--- src/hdl/clsv_pkg.sv ---
// ----------------------------------------------------------------------------
// clsv_pkg: shared constants, types and helpers of the Cholesky solver
// Fixed-point format, store geometry and the triangle address function.
// ----------------------------------------------------------------------------
package clsv_pkg;

  localparam int MAX_ORDER = 8;
  localparam int FRAC_BITS = 16;
  localparam int TRI_DEPTH = MAX_ORDER * (MAX_ORDER + 1) / 2;
  localparam int IDX_W     = 3;
  localparam int ORD_W     = 4;
  localparam int ADDR_W    = 6;
  localparam int VAL_W     = 32;
  localparam int ACC_W     = 64;

  typedef logic signed [VAL_W-1:0] val_t;
  typedef logic signed [ACC_W-1:0] acc_t;

  localparam val_t VAL_MAX = 32'sh7fff_ffff;
  localparam val_t VAL_MIN = 32'sh8000_0000;

  // packed lower-triangle address: r*(r+1)/2 + c
  function automatic logic [ADDR_W-1:0] tri_addr(input logic [IDX_W-1:0] r,
                                                 input logic [IDX_W-1:0] c);
    logic [ADDR_W-1:0] rr;
    rr = ADDR_W'(r);
    return ADDR_W'((rr * (rr + 1'b1)) >> 1) + ADDR_W'(c);
  endfunction

endpackage

--- src/hdl/clsv_sqrt.sv ---
// ----------------------------------------------------------------------------
// clsv_sqrt: iterative fixed-point square root
// Returns floor(sqrt(d << FRAC_BITS)) saturated to 2^31-1, one root bit a cycle.
// ----------------------------------------------------------------------------
module clsv_sqrt
  import clsv_pkg::*;
(
  input  logic clk_i,
  input  logic rst_ni,
  input  logic start_i,
  input  acc_t rad_i,
  output logic done_o,
  output val_t root_o
);

  logic             run_q;
  logic [4:0]       cnt_q;
  logic             done_q;
  logic             sat_q;
  logic [ACC_W-1:0] v_q;
  logic [ACC_W-1:0] res_q;
  logic [ACC_W-1:0] bit_q;
  val_t             root_q;

  logic [ACC_W-1:0] sum;
  logic             ge;
  logic [ACC_W-1:0] res_next;

  assign sum      = res_q + bit_q;
  assign ge       = v_q >= sum;
  assign res_next = ge ? ((res_q >> 1) + bit_q) : (res_q >> 1);

  always_ff @(posedge clk_i or negedge rst_ni) begin
    if (!rst_ni) begin
      run_q  <= 1'b0;
      done_q <= 1'b0;
      cnt_q  <= '0;
    end else begin
      done_q <= 1'b0;
      if (start_i && !run_q) begin
        run_q <= 1'b1;
        cnt_q <= '0;
      end else if (run_q) begin
        cnt_q <= cnt_q + 1'b1;
        if (cnt_q == 5'd31) begin
          run_q  <= 1'b0;
          done_q <= 1'b1;
        end
      end
    end
  end

  always_ff @(posedge clk_i) begin
    if (start_i && !run_q) begin
      sat_q <= |rad_i[ACC_W-1:ACC_W-1-FRAC_BITS];
      v_q   <= ACC_W'(rad_i) << FRAC_BITS;
      res_q <= '0;
      bit_q <= ACC_W'(1) << (ACC_W - 2);
    end else if (run_q) begin
      if (ge) begin
        v_q <= v_q - sum;
      end
      res_q <= res_next;
      bit_q <= bit_q >> 2;
      if (cnt_q == 5'd31) begin
        root_q <= (sat_q || (res_next[ACC_W-1:VAL_W-1] != '0)) ? VAL_MAX
                                                               : val_t'(res_next[VAL_W-1:0]);
      end
    end
  end

  assign done_o = done_q;
  assign root_o = root_q;

endmodule

--- config.mk ---
export PLATFORM = sky130hd
export DESIGN_NAME = clsv_sqrt
export DESIGN_NICKNAME = d
export VERILOG_FILES = /design/src/hdl/clsv_pkg.sv /design/src/hdl/clsv_sqrt.sv
export SDC_FILE = /design/constraint.sdc
export NUM_CORES = 1
export LEC_CHECK = 0
export BUFFER_PORTS_ARGS = -buffer_cell sky130_fd_sc_hd__buf_2
export CORE_AREA = 2 2 176 178
export DETAILED_ROUTE_END_ITERATION = 10
export DIE_AREA = 0 0 178 180
export PLACE_DENSITY = 0.85
export SLEW_MARGIN = 20
export SYNTH_ARGS = -nofsm -noshare
export SYNTH_HDL_FRONTEND = slang
export SYNTH_SLANG_ARGS = --single-unit
--- constraint.sdc ---
create_clock -name clk_i -period 6.3 [get_ports clk_i]
set_input_delay 0.63 -clock clk_i [delete_from_list [all_inputs] [get_ports clk_i]]
set_output_delay 0.63 -clock clk_i [all_outputs]
set_load 0.01 [all_outputs]
==> results.toml <==
[cells_and_area]
postLayoutCellArea_um2 = 19500
drive_above_1_share = 0.183
area_growth_pct = 14.9
antenna_cells = 0
final_util = 0.646
nets = 2472

[setup_path]
arrival_ps = 6440
setup.worst_path.class = "reg -> reg"
slowest_stage = "o31ai_2"
start_kind = "flop"
worst_setup_path_end_kind = "flop"
slowest_delay_ps = 360
cp_max_fo = 8
required_ps = 6500

[grt]
grt_start_max_net_pins = 99
grt_pass1_wl_um = 80900
antenna_found_initial = 0
gr-total-overflow = 0
grt_pass1_vias = 15700
gr-usage-all-layers = 0.312

[synth]
ys_seq_area_frac = 0.286
yosysWarningCount = 0
netlist.area_leader.share = 0.143
syn_area_um2 = 17000
synth_seq_cells = 200
avgSynthCellArea_um2 = 7.90
synthFlopType = "dfxtp_1"
async_flop_share = 0.0350
synthTopCellsByArea = "edfxtp_1 14%, dfxtp_1 13%, ha_1 9.7%"
netlist_instances = 2147
ys_types = 96
synth.largest_area_cell = "edfxtp_1"
synth_edf_count = 81
synth_nets = 2347

[clock_tree]
cts.clk_slew.worst_paths_ps = 80
cts.sinks = 200
cts_max_path_buffers = 2
clock-root-buffer = "clkbuf_16"
tritoncts = "yes"
insertion_delay_ps = 470
cts_buffers = 17
htreeDepth = 4

[sta]
fin_skew_ps = 25.5
worst-slew-pin-transition_ps = 1050
slew_violations = 0
max_slew_margin = 0.299
finalSetupViolations = 0
rsz0062_at_grt = "yes"
fin_crit_sh = 0.992
fin_crit_ps = 6250
fmax_mhz = 160
hold_viol_final = 0

[routing]
drtIter0Drc = 1514
antenna_left = 0
route.top_layer_used = "met4"
vias_per_cell = 6.26
met3WireLength_um = 4610
wl_met2_um = 21800
drt_first_pass_iters = 6
drt-wirelength-per-cell_um = 18.8
totalWireLength_um = 50500
drc = 0
vias = 16800
wl_met1_um = 23300

[die]
start_util = 0.562
core_area_um2 = 30200
die-area_um2 = 32000
die_h_um = 180
num_rows = 64
io_pins = 100
die_w_um = 178

[place]
place_area_um2 = 18300
gp_congestion = 0.957
detailed_place_hpwl_um = 37200
portBuffers = 99

[flow_run]
maxCapViolations = 0

[run_status]
status = "finished, final reports clean"

[worst_hold_path]
min_path_type = "in -> reg"
critical path, delay by kind of cell, from the launching register on:
kind,cells,cell delay [ps]
AO/OA/AOI/OAI,14,2890
AND/OR/NAND/NOR,7,1430
adder cells (fa/ha/maj),3,680
buffers and inverters,3,480
flip-flops,1,350
XOR/XNOR,1,170
layer usage:
layer  vias to the layer above  track usage
li1                       8079            -
met1                      7855        0.464
met2                       789        0.463
met3                        63       0.0556
met4                         0       0.0807
met5                         -            0
state kept, by name (all words and copies together) (netlist names):
name and count:
bit_q 32, cnt_q 5, done_o 1, res_q 64, root_o 32, run_q 1, sat_q 1, v_q 64
synthesized netlist by cell type (all sizes together) (14+ instances only):
cell,instances
o21bai,26
nand2,383
and3,20
o31ai,22
buf,45
nand4,54
a31oi,73
edfxtp,81
a21oi,128
o22ai,35
nand3,68
o21ai,202
xor2,90
nor3,25
nand3b,14
xnor2,95
clkbuf,92
ha,132
dfxtp,112
a31o,20
inv,48
nor2b,19
a21o,51
nor2,128
through the flow:
stage / hold WS [ps] / instances / TNS (ps) / worst slack [ps]
2_1_floorplan: 334 / 2147 / 0 / 235
3_3_place_gp: 443 / 2625 / -1.02 / -1.02
3_5_place_dp: 460 / 2625 / -7030 / -262
4_1_cts: 426 / 2675 / 0 / 37.7
5_1_grt: 452 / 2681 / -4790 / -204
6_report: 438 / 2681 / 0 / 53.1
path summary, 6_finish.rpt:
path	startpoint	to	slack, ps	depth (start not counted)
hold / removal	rad_i[34]	v_q[50]$_DFFE_PP_	440	3
hold reg to reg	v_q[7]$_SDFFE_PP0P_	v_q[7]$_SDFFE_PP0P_	470	2
max in group asynchronous	rst_ni	run_q$_DFF_PN0_	5590	2
setup reg to reg	bit_q[0]$_SDFFE_PP0P_	root_o[16]$_SDFFCE_PP1P_	50	28
setup / recovery	bit_q[0]$_SDFFE_PP0P_	root_o[16]$_SDFFCE_PP1P_	50	28
min in group asynchronous	rst_ni	cnt_q[0]$_DFFE_PN0P_	530	2
logic make-up after synthesis:
logic type,after synthesis,share of synthesized area
AOI/OAI and AO/OA,660,0.253
xor gates and xnor gates,185,0.0960
and+or+nand+nor,782,0.221
buffers and inverters,185,0.0448
other,1,0.000221
DFF,200,0.286
adders and majority gates,133,0.0985
muxes,1,0.000590
placed cells by master, fill, tap and decap left out, types with 20 or more instances in the layout:
cell	count
and3_1	20
nand2_1	378
o21ai_0	186
a21oi_1	118
xor2_1	89
o22ai_1	35
o21bai_1	26
nor3_1	22
ha_1	126
nand4_1	53
buf_2	99
a31oi_1	61
a21o_1	51
inv_1	46
nand3_1	49
edfxtp_1	81
nor2_1	122
dfxtp_1	104
xnor2_1	93
buf_4	130
cell type report:
type / count / area, um^2
repair buffers: 243 / 1700
flip-flops and latches: 200 / 4860
multi-input cells: 1762 / 11700
inverters: 48 / 181
fillers: 2522 / 10700
clock inverters: 12 / 111
clock buffers: 20 / 458
well taps: 396 / 495
timing repair:
item | CTS | global route
cloned | 2 | 1
buffers inserted | 15 | 6
endpoints found under the hold margin | 7 | 0
hold buffers | 1 | 0
pin swaps | 22 | 33
resized for setup | 22 | 56
setup endpoints to repair | 31 | 36
Power is not shown: default switching activity piles up to over one toggle a cycle in this logic, so the estimate is an artifact.
