==> config.mk <==
export PLATFORM = sky130hd
export DESIGN_NAME = clsv_div
export DESIGN_NICKNAME = d
export VERILOG_FILES = /design/src/hdl/clsv_pkg.sv /design/src/hdl/clsv_div.sv
export SDC_FILE = /design/constraint.sdc
export NUM_CORES = 1
export LEC_CHECK = 0
export BUFFER_PORTS_ARGS = -buffer_cell sky130_fd_sc_hd__buf_2
export CAP_MARGIN = 15
export CORE_ASPECT_RATIO = 0.9
export CORE_MARGIN = 2
export CORE_UTILIZATION = 25
export CTS_CLUSTER_DIAMETER = 150
export DETAILED_ROUTE_END_ITERATION = 7
export GPL_TIMING_DRIVEN = 0
export PLACE_DENSITY = 0.41
export SLEW_MARGIN = 20
export SYNTH_ARGS = -nofsm -noshare
export SYNTH_HDL_FRONTEND = slang
export SYNTH_SLANG_ARGS = --single-unit
==> constraint.sdc <==
create_clock -name clk_i -period 16.1 [get_ports clk_i]
set_input_delay 0.805 -clock clk_i [delete_from_list [all_inputs] [get_ports clk_i]]
set_output_delay 0.805 -clock clk_i [all_outputs]
set_load 0.01 [all_outputs]
==> src/hdl/clsv_pkg.sv <==
// ----------------------------------------------------------------------------
// clsv_pkg: shared constants, types and helpers of the Cholesky solver
// Fixed-point format, store geometry and the triangle address function.
// ----------------------------------------------------------------------------
package clsv_pkg;

  localparam int MAX_ORDER = 8;
  localparam int FRAC_BITS = 16;
  localparam int TRI_DEPTH = MAX_ORDER * (MAX_ORDER + 1) / 2;
  localparam int IDX_W     = 3;
  localparam int ORD_W     = 4;
  localparam int ADDR_W    = 6;
  localparam int VAL_W     = 32;
  localparam int ACC_W     = 64;

  typedef logic signed [VAL_W-1:0] val_t;
  typedef logic signed [ACC_W-1:0] acc_t;

  localparam val_t VAL_MAX = 32'sh7fff_ffff;
  localparam val_t VAL_MIN = 32'sh8000_0000;

  // packed lower-triangle address: r*(r+1)/2 + c
  function automatic logic [ADDR_W-1:0] tri_addr(input logic [IDX_W-1:0] r,
                                                 input logic [IDX_W-1:0] c);
    logic [ADDR_W-1:0] rr;
    rr = ADDR_W'(r);
    return ADDR_W'((rr * (rr + 1'b1)) >> 1) + ADDR_W'(c);
  endfunction

endpackage

==> src/hdl/clsv_div.sv <==
// ----------------------------------------------------------------------------
// clsv_div: iterative fixed-point divider
// Returns (num << FRAC_BITS) / den truncated toward zero, saturated to 32 bits.
// One quotient bit per cycle after a magnitude and range check.
// ----------------------------------------------------------------------------
module clsv_div
  import clsv_pkg::*;
(
  input  logic        clk_i,
  input  logic        rst_ni,
  input  logic        start_i,
  input  acc_t        num_i,
  input  logic [31:0] den_i,
  output logic        done_o,
  output val_t        quo_o
);

  localparam int QW = VAL_W - 1;
  localparam int SH = QW - FRAC_BITS;

  typedef enum logic [2:0] {
    D_IDLE = 3'b001,
    D_CHK  = 3'b010,
    D_RUN  = 3'b100
  } div_state_e;

  div_state_e         state_q;
  logic               neg_q;
  logic [ACC_W-1:0]   mag_q;
  logic [31:0]        den_q;
  logic [31:0]        rem_q;
  logic [QW-1:0]      shin_q;
  logic [QW-1:0]      quo_bits_q;
  logic [4:0]         cnt_q;
  logic               done_q;
  val_t               quo_q;

  logic [ACC_W-SH-1:0] head;
  logic [32:0]         trial;
  logic                ge;
  logic [QW-1:0]       quo_next;

  assign head     = mag_q[ACC_W-1:SH];
  assign trial    = {rem_q, shin_q[QW-1]};
  assign ge       = trial >= {1'b0, den_q};
  assign quo_next = {quo_bits_q[QW-2:0], ge};

  always_ff @(posedge clk_i or negedge rst_ni) begin
    if (!rst_ni) begin
      state_q <= D_IDLE;
      done_q  <= 1'b0;
      cnt_q   <= '0;
    end else begin
      done_q <= 1'b0;
      unique case (state_q)
        D_IDLE: begin
          if (start_i) begin
            state_q <= D_CHK;
          end
        end
        D_CHK: begin
          cnt_q <= '0;
          if (head >= (ACC_W-SH)'(den_q)) begin
            done_q  <= 1'b1;
            state_q <= D_IDLE;
          end else begin
            state_q <= D_RUN;
          end
        end
        D_RUN: begin
          cnt_q <= cnt_q + 1'b1;
          if (cnt_q == 5'(QW - 1)) begin
            done_q  <= 1'b1;
            state_q <= D_IDLE;
          end
        end
        default: state_q <= D_IDLE;
      endcase
    end
  end

  always_ff @(posedge clk_i) begin
    case (state_q)
      D_IDLE: begin
        if (start_i) begin
          neg_q <= num_i[ACC_W-1];
          mag_q <= num_i[ACC_W-1] ? ACC_W'(-num_i) : ACC_W'(num_i);
          den_q <= den_i;
        end
      end
      D_CHK: begin
        rem_q      <= head[31:0];
        shin_q     <= {mag_q[SH-1:0], {FRAC_BITS{1'b0}}};
        quo_bits_q <= '0;
        if (head >= (ACC_W-SH)'(den_q)) begin
          quo_q <= neg_q ? VAL_MIN : VAL_MAX;
        end
      end
      D_RUN: begin
        rem_q      <= ge ? 32'(trial - {1'b0, den_q}) : trial[31:0];
        shin_q     <= {shin_q[QW-2:0], 1'b0};
        quo_bits_q <= quo_next;
        if (cnt_q == 5'(QW - 1)) begin
          quo_q <= neg_q ? -val_t'({1'b0, quo_next}) : val_t'({1'b0, quo_next});
        end
      end
      default: ;
    endcase
  end

  assign done_o = done_q;
  assign quo_o  = quo_q;

endmodule

==> metrics.csv, run 1 <==
metric,value,unit
final hold slack,88.67,ps
vias per cell,4.716,
Clock Tree Root,clkbuf_16,
post-route ant nets,0,
htree depth,1,
antenna violations before repair,0,
synthesized net count,1385,
CP Class,reg -> reg,
Worst setup SP type,register,
Placed Area,14340,um2
reg-to-reg endpoint,quo_o[26]$_DFFE_PP_,
relative slew slack,44.76,%
GR peak layer,met2,
top_reg_cell synth,edfxtp_1,
Worst-Margin Slew,819.9,ps
"Min Clock Period, post-route",5652,ps
hold_buf cts,0,
Yosys reg bits,215,
core area,50160,um2
Synth Area in XOR/XNOR,6.090,%
unrepaired setup endpoints after global routing,no,
fillcell total,5321,
Post-synth EDFFs,206,
pwr dens,100.5,nW/um2
share of cells above drive strength 1,16.13,%
VDD IR max,0.00006900,V
Detailed Route WL,39780,um
"Slew Viols, Final",0,
first-pass GRT wire length,60540,um
Stages on worst setup path,21,
post-synthesis mux area share,1.354,%
GRT Util Overall,15.20,%
synthesis warning total,0,
Sink Count,215,
GR Util met1,22.48,%
critical path peak fanout,10,
final hold vios,0,
GR Util met2,23.66,%
WP data required,16370,ps
worst hold path class,in -> async,
synthesized area per cell,10.40,um2
FF-to-FF Start,rem_q[11]$_DFFE_PP_,
status,"complete, no violations",
Peak Freq,176.9,MHz
post-synthesis sequential area ratio,50.67,%
worst reg2reg setup slack,10450,ps
largest net degree at the start of global routing,53,
Compound-Gate Fraction of Synth Area,13.43,%
Setup crit end kind,register,
"commonest cells after routing, fill and taps aside","edfxtp_1 (206), nand2_1 (154), buf_2 (139)",
I/O pin cnt,132,
# rows,78,
DRC viols,0,
CP max stage cell,a221oi_1,
Post-synth ARST share,4.186,%
antenna cell count,0,
full die area,52440,um2
CTS max path bufs,3,
Post-CTS Resized,0,
critical path arrival,5920,ps
Initial Utilization,25.23,%
area grow syn2layout,20.66,%
P_leak,5.647,nW
Avg WL per Cell,19.06,um
total of max-cap violations,0,
vias,9842,
Post-Syn Area,12660,um2
Final setup viols,0,
"Largest delay share family, worst path",compound AO/OA/AOI/OAI gates,
Nets,1556,
clock latency on the worst-skew pair,570,ps
"Remaining Overflow, GRT",0,
Synth Instances,1217,
1st-iter DRT viols,705,
CP bufs+invs,5,
DR pass1 iterations,6,
Vert. Die Dim,217.5,um
"most common cell after layout, fill and taps aside",edfxtp_1,
Synth Area in Adders,6.881,%
Die X,241.2,um
GR Layer Usage met3,2.038,%
CP peak stage delay,520,ps
postcts setup bufs,0,
worst-path cell chain,"ha_1, a21oi_1, o211ai_1, a221oi_1, a311oi_2, o21bai_2, a21boi_4, or2_1, buf_4, inv_2, buf_6, buf_6, ha_1, nand2_1, nor2_1, nand2_1, or3_1, buf_2, nor3_1, mux2i_1, o22ai_1",
IO buf count,131,
post-synthesis cell type count,76,
RePlAce Congestion,0.8154,
largest family of logic cells by synthesized area,simple AND/OR/NAND/NOR gates,
Post-Synth Simple-Gate Area,18.03,%
CTS tree,yes,
Num CTS Buffers,27,
final clock skew,12.57,ps
Worst Reg2Reg Path Length in Cells,21,
fin area,15270,um2
total power,1.535,mW
Final period util,35.11,%
"CTS clk-pin slew, worst paths",70,ps
Final HPWL DP,30620,um
number of global-route vias before repair,9897,
## metal layers
layer  routed length (um)  part of all wire (%)
met2                17450                    44
met5                    0                     0
met1                20110                    51
met3                 1723                   4.3
met4                  497                   1.2
## state kept, by name, summed over array words and instances, names as in the netlist
| signal | count |
|---|---|
| rem_q | 32 |
| cnt_q | 5 |
| shin_q | 15 |
| quo_o | 32 |
| state_q | 3 |
| quo_bits_q | 30 |
| den_q | 32 |
| done_o | 1 |
| neg_q | 1 |
| mag_q | 64 |
## metrics by stage
stage / util [%] / setup WS [ps] / instances / setup TNS (ps)
after floorplan: - / 5229 / 1217 / 0
after global placement: 28.23 / -581.1 / 2028 / -45270
after detailed placement: 28.59 / 10490 / 2039 / 0
after CTS: 30.44 / 10450 / 2087 / 0
after global routing: 30.44 / 10060 / 2087 / 0
final: 30.44 / 10450 / 2087 / 0
## logic make-up (layout without fill, tap and decap cells)
kind of cell,Yosys count,in the layout
XOR/XNOR,88,88
AO/OA/AOI/OAI,258,258
buffers and inverters,110,300
adder cells (fa/ha/maj),69,69
AND/OR/NAND/NOR,460,460
flip-flops,215,215
multiplexers,17,17
## worst max path at each step
stage                                   start                endpoint  slack, ps
after floorplan                       start_i      den_q[0]$_DFFE_PP_       5230
after global placement                start_i  state_q[0]$_DFFE_PN1P_       -580
after detailed placement  rem_q[11]$_DFFE_PP_     quo_o[26]$_DFFE_PP_      10490
after CTS                 den_q[12]$_DFFE_PP_     quo_o[26]$_DFFE_PP_      10450
after global routing      rem_q[11]$_DFFE_PP_     quo_o[26]$_DFFE_PP_      10060
final                     rem_q[11]$_DFFE_PP_     quo_o[26]$_DFFE_PP_      10450
## final cells by class
| type | instances | area, um2 | area share, % |
|---|---|---|---|
| sequential | 215 | 6412 | 41.99 |
| multi-input combinational | 892 | 5821 | 38.12 |
| tap | 680 | 850.8 | 5.571 |
| timing repair buffer | 142 | 804.5 | 5.268 |
| clock buffer | 32 | 694.4 | 4.547 |
| buffer | 56 | 246.5 | 1.614 |
| clock inverter | 16 | 236.5 | 1.549 |
| inverter | 54 | 205.2 | 1.344 |
## report_power, final
| group | leakage, nW | internal [mW] | switching, mW |
|---|---|---|---|
| Sequential | 2.04 | 0.655 | 0.0184 |
| Clock | 0.452 | 0.402 | 0.244 |
| Combinational | 3.16 | 0.0856 | 0.130 |
| Total | 5.65 | 1.14 | 0.392 |
## synth_stat cells, types with 9 or more instances
cell type  count  share of area [%]
a21o_1        21                1.2
a21oi_1       44                1.7
a31oi_1       39                1.9
and2_1        31                1.5
clkbuf_1      42                1.2
edfxtp_1     206                 49
ha_1          68                6.7
inv_1         53                1.6
mux2i_1       16                1.3
nand2_1      154                4.6
nand2b_1      14               0.69
nand3_1       28                1.1
nand4_1       16               0.79
nor2_1       105                3.1
nor3_1        29                1.1
nor4_1        15               0.74
o21ai_0       57                2.3
o22ai_1       18               0.89
o31ai_1       19                1.1
o41ai_1        9               0.62
or2_2          9               0.44
or3_1         10               0.49
or4_1         10               0.59
xnor2_1       79                5.5
xor2_1         9               0.62
No activity file was read; power rests on OpenSTA's default activity.
==> run 2, diff against run 1 <==
--- a/config.mk
+++ b/config.mk
@@ -13,7 +13,7 @@
 export CTS_CLUSTER_DIAMETER = 150
 export DETAILED_ROUTE_END_ITERATION = 7
 export GPL_TIMING_DRIVEN = 0
-export PLACE_DENSITY = 0.41
+export PLACE_DENSITY = 0.43
 export SLEW_MARGIN = 20
 export SYNTH_ARGS = -nofsm -noshare
 export SYNTH_HDL_FRONTEND = slang
==> constraint.sdc (replaced) <==
create_clock -name clk_i -period 5.2 [get_ports clk_i]
set_input_delay 0.26 -clock clk_i [delete_from_list [all_inputs] [get_ports clk_i]]
set_output_delay 0.26 -clock clk_i [all_outputs]
set_load 0.01 [all_outputs]
==> run 2 against run 1 <==
Net effect:
- combinational power grew to 3.2 times the previous value
- wire length rose by 0.30%
- critical path depth rose by 1
- clock skew up 6.4 ps
- setup slack got worse by 10000 ps
- power grew to 3.0 times the previous value
- final cell count increased by 2.1%
- non-clock buffer count is 43 higher
- count of clock-buffer cells in the layout up 1
- clock power rose to 2.9 times the previous value
- global-route usage hardly changed
- critical path type unchanged
- largest cell class unchanged
- largest power group unchanged
- highest routed layer unchanged
==> metrics.csv, run 2 (synthesized netlist as in run 1, its figures left out) <==
metric,value,unit,change
status,"complete, no violations",,
GR Layer Usage met3,2.089,%,+0.051 points
full die area,52440,um2,unchanged
Vert. Die Dim,217.5,um,unchanged
setup TNS,0,ps,unchanged
Nets,1598,,+2.7%
1st-iter DRT viols,730,,+3.5%
Worst setup SP type,register,,
Detailed Route WL,39900,um,+0.30%
Setup crit end kind,register,,
GR peak layer,met2,,
GRT Util Overall,15.17,%,-0.030 points
share of cells above drive strength 1,16.21,%,+0.073 points
number of global-route vias before repair,9963,,+0.67%
Min-Delay Endpoint,mag_q[61]$_DFFE_PP_,,
FF-to-FF Start,den_q[10]$_DFFE_PP_,,
P_leak,5.806,nW,+2.8%
clock latency on the worst-skew pair,560,ps,about the same
final core occ,31.28,%,+0.84 points
Num CTS Buffers,26,,-3.7%
critical path peak fanout,19,,+9
# rows,78,,unchanged
core area,50160,um2,unchanged
Top reg by flops,mag_q,,
Final setup viols,0,,unchanged
"most common cell after layout, fill and taps aside",edfxtp_1,,
critical path arrival,5160,ps,-760 ps
vias,10080,,+2.4%
DRC viols,0,,unchanged
GR Util met2,23.38,%,-0.28 points
vias per cell,4.733,,+0.37%
"CTS clk-pin slew, worst paths",60,ps,about the same
Clock Tree Root,clkbuf_16,,
Initial Utilization,25.23,%,unchanged
GR Util met1,22.36,%,-0.12 points
"Remaining Overflow, GRT",0,,unchanged
CP Class,reg -> reg,,
first-pass GRT wire length,60380,um,-0.26%
Peak Freq,203.7,MHz,+15%
Hold Path Stages,2,,
"Slew Viols, Final",0,,unchanged
CTS tree,yes,,
"Min Clock Period, post-route",4908,ps,-743.8 ps
IO buf count,131,,unchanged
Final period util,94.39,%,+59 points
VDD IR max,0.0002133,V,+210%
area grow syn2layout,23.97,%,
max FFs per register,64,,unchanged
reg-to-reg endpoint,quo_o[30]$_DFFE_PP_,,
pwr dens,297.7,nW/um2,+200%
worst reg2reg setup slack,290,ps,"-10,160 ps"
"commonest cells after routing, fill and taps aside","edfxtp_1 (206), nand2_1 (153), buf_2 (139)",,
worst hold path class,in -> reg,,
Avg WL per Cell,18.73,um,-1.7%
fillcell total,5302,,-0.36%
DR pass1 iterations,5,,-1
post-route ant nets,0,,unchanged
I/O pin cnt,132,,unchanged
htree depth,1,,unchanged
Die X,241.2,um,unchanged
Worst Reg2Reg Path Length in Cells,22,,+4.8%
antenna cell count,0,,unchanged
relative slew slack,45.63,%,+0.87 points
Sink Count,215,,unchanged
area of the multi-input gates,5858,um2,+0.64%
Final HPWL DP,30330,um,-0.97%
final hold vios,0,,unchanged
Worst-Margin Slew,815.5,ps,-4.419 ps
WP data required,5460,ps,"-10,910 ps"
RePlAce Congestion,0.8462,,+3.8%
largest net degree at the start of global routing,54,,+1.9%
final clock skew,19.00,ps,+6.428 ps
CTS max path bufs,3,,unchanged
Reg area,6412,um2,unchanged
Hold Startpoint,num_i[61],,
antenna violations before repair,0,,unchanged
total of max-cap violations,0,,unchanged
==> run 2: cell count changes in the layout (fill, tap and decap cells not counted), sizes merged <==
cell / change
bufinv: -2
dlygate4sd3: +43
buf: +1
clkinv: +2
inv: -1
==> run 2: worst max path at each step <==
stage / start / end / slack, ps / depth (start not counted)
6_report: den_q[10]$_DFFE_PP_ / quo_o[30]$_DFFE_PP_ / 290 / 22
5_1_grt: den_q[14]$_DFFE_PP_ / quo_o[28]$_DFFE_PP_ / -20 / 22
4_1_cts: den_q[10]$_DFFE_PP_ / quo_o[30]$_DFFE_PP_ / 20 / 23
3_5_place_dp: rem_q[11]$_DFFE_PP_ / quo_o[30]$_DFFE_PP_ / -480 / 21
3_3_place_gp: state_q[0]$_DFFE_PN1P_ / mag_q[7]$_DFFE_PP_ / -1130 / 2
2_1_floorplan: rem_q[11]$_DFFE_PP_ / quo_o[24]$_DFFE_PP_ / 760 / 21
==> run 2: cell type report <==
class | instances | area share, %
Inverter | 54 | 1.308
Buffer | 54 | 1.499
Tap cell | 680 | 5.423
Sequential cell | 215 | 40.87
Clock buffer | 33 | 4.450
Clock inverter | 15 | 1.077
Timing Repair Buffer | 187 | 8.038
Multi-Input combinational cell | 892 | 37.34
==> run 2: power by group <==
group	internal, mW	switching (mW)	total, mW	leakage, nW
clock network	1.14	0.752	1.89	0.421
registers	2.03	0.0564	2.08	2.04
logic	0.290	0.406	0.696	3.35
total	3.46	1.21	4.67	5.81
==> run 2: metrics by stage <==
step	cells	hold slack, ps	area (um2)	power [mW]	setup slack [ps]
CTS	2131	5.779	15670	4.740	22.81
global placement	2028	135.2	14180	2.773	-1135
finish	2130	29.17	15690	4.671	291.6
detailed placement	2040	131.3	14360	2.787	-477.8
global route	2130	11.28	15690	4.887	-16.30
floorplan	1217	-35.59	12670	2.528	757.5
==> run 2: critical path: stages, from the launching register on <==
cell and delay, ps:
edfxtp_1 350, inv_1 90, ha_1 230, buf_2 170
a21oi_2 190, o211ai_1 130, a221oi_2 360, a311oi_2 210
o21bai_2 250, a21boi_4 130, or2_1 240, buf_4 190
inv_2 80, buf_8 200, ha_2 250, nand2_1 110
nor2_4 250, nand2_2 100, or3_1 320, buf_2 170
nor4_2 200, mux2i_1 220, o22ai_1 120
==> run 2: what timing repair did <==
| action | CTS | global route |
|---|---|---|
| pin swaps | 0 | 4 |
| gates resized for setup | 4 | 7 |
| buffers inserted | 0 | 1 |
| setup endpoints to repair | 7 | 4 |
| hold endpoints to repair | 51 | 0 |
| hold buffers | 43 | 0 |
==> run 2: per-layer routing <==
layer,routed length [um],part of all wire [%]
met2,17380,44
met3,1836,4.6
met1,19990,50
met4,689,1.7
met5,0,0
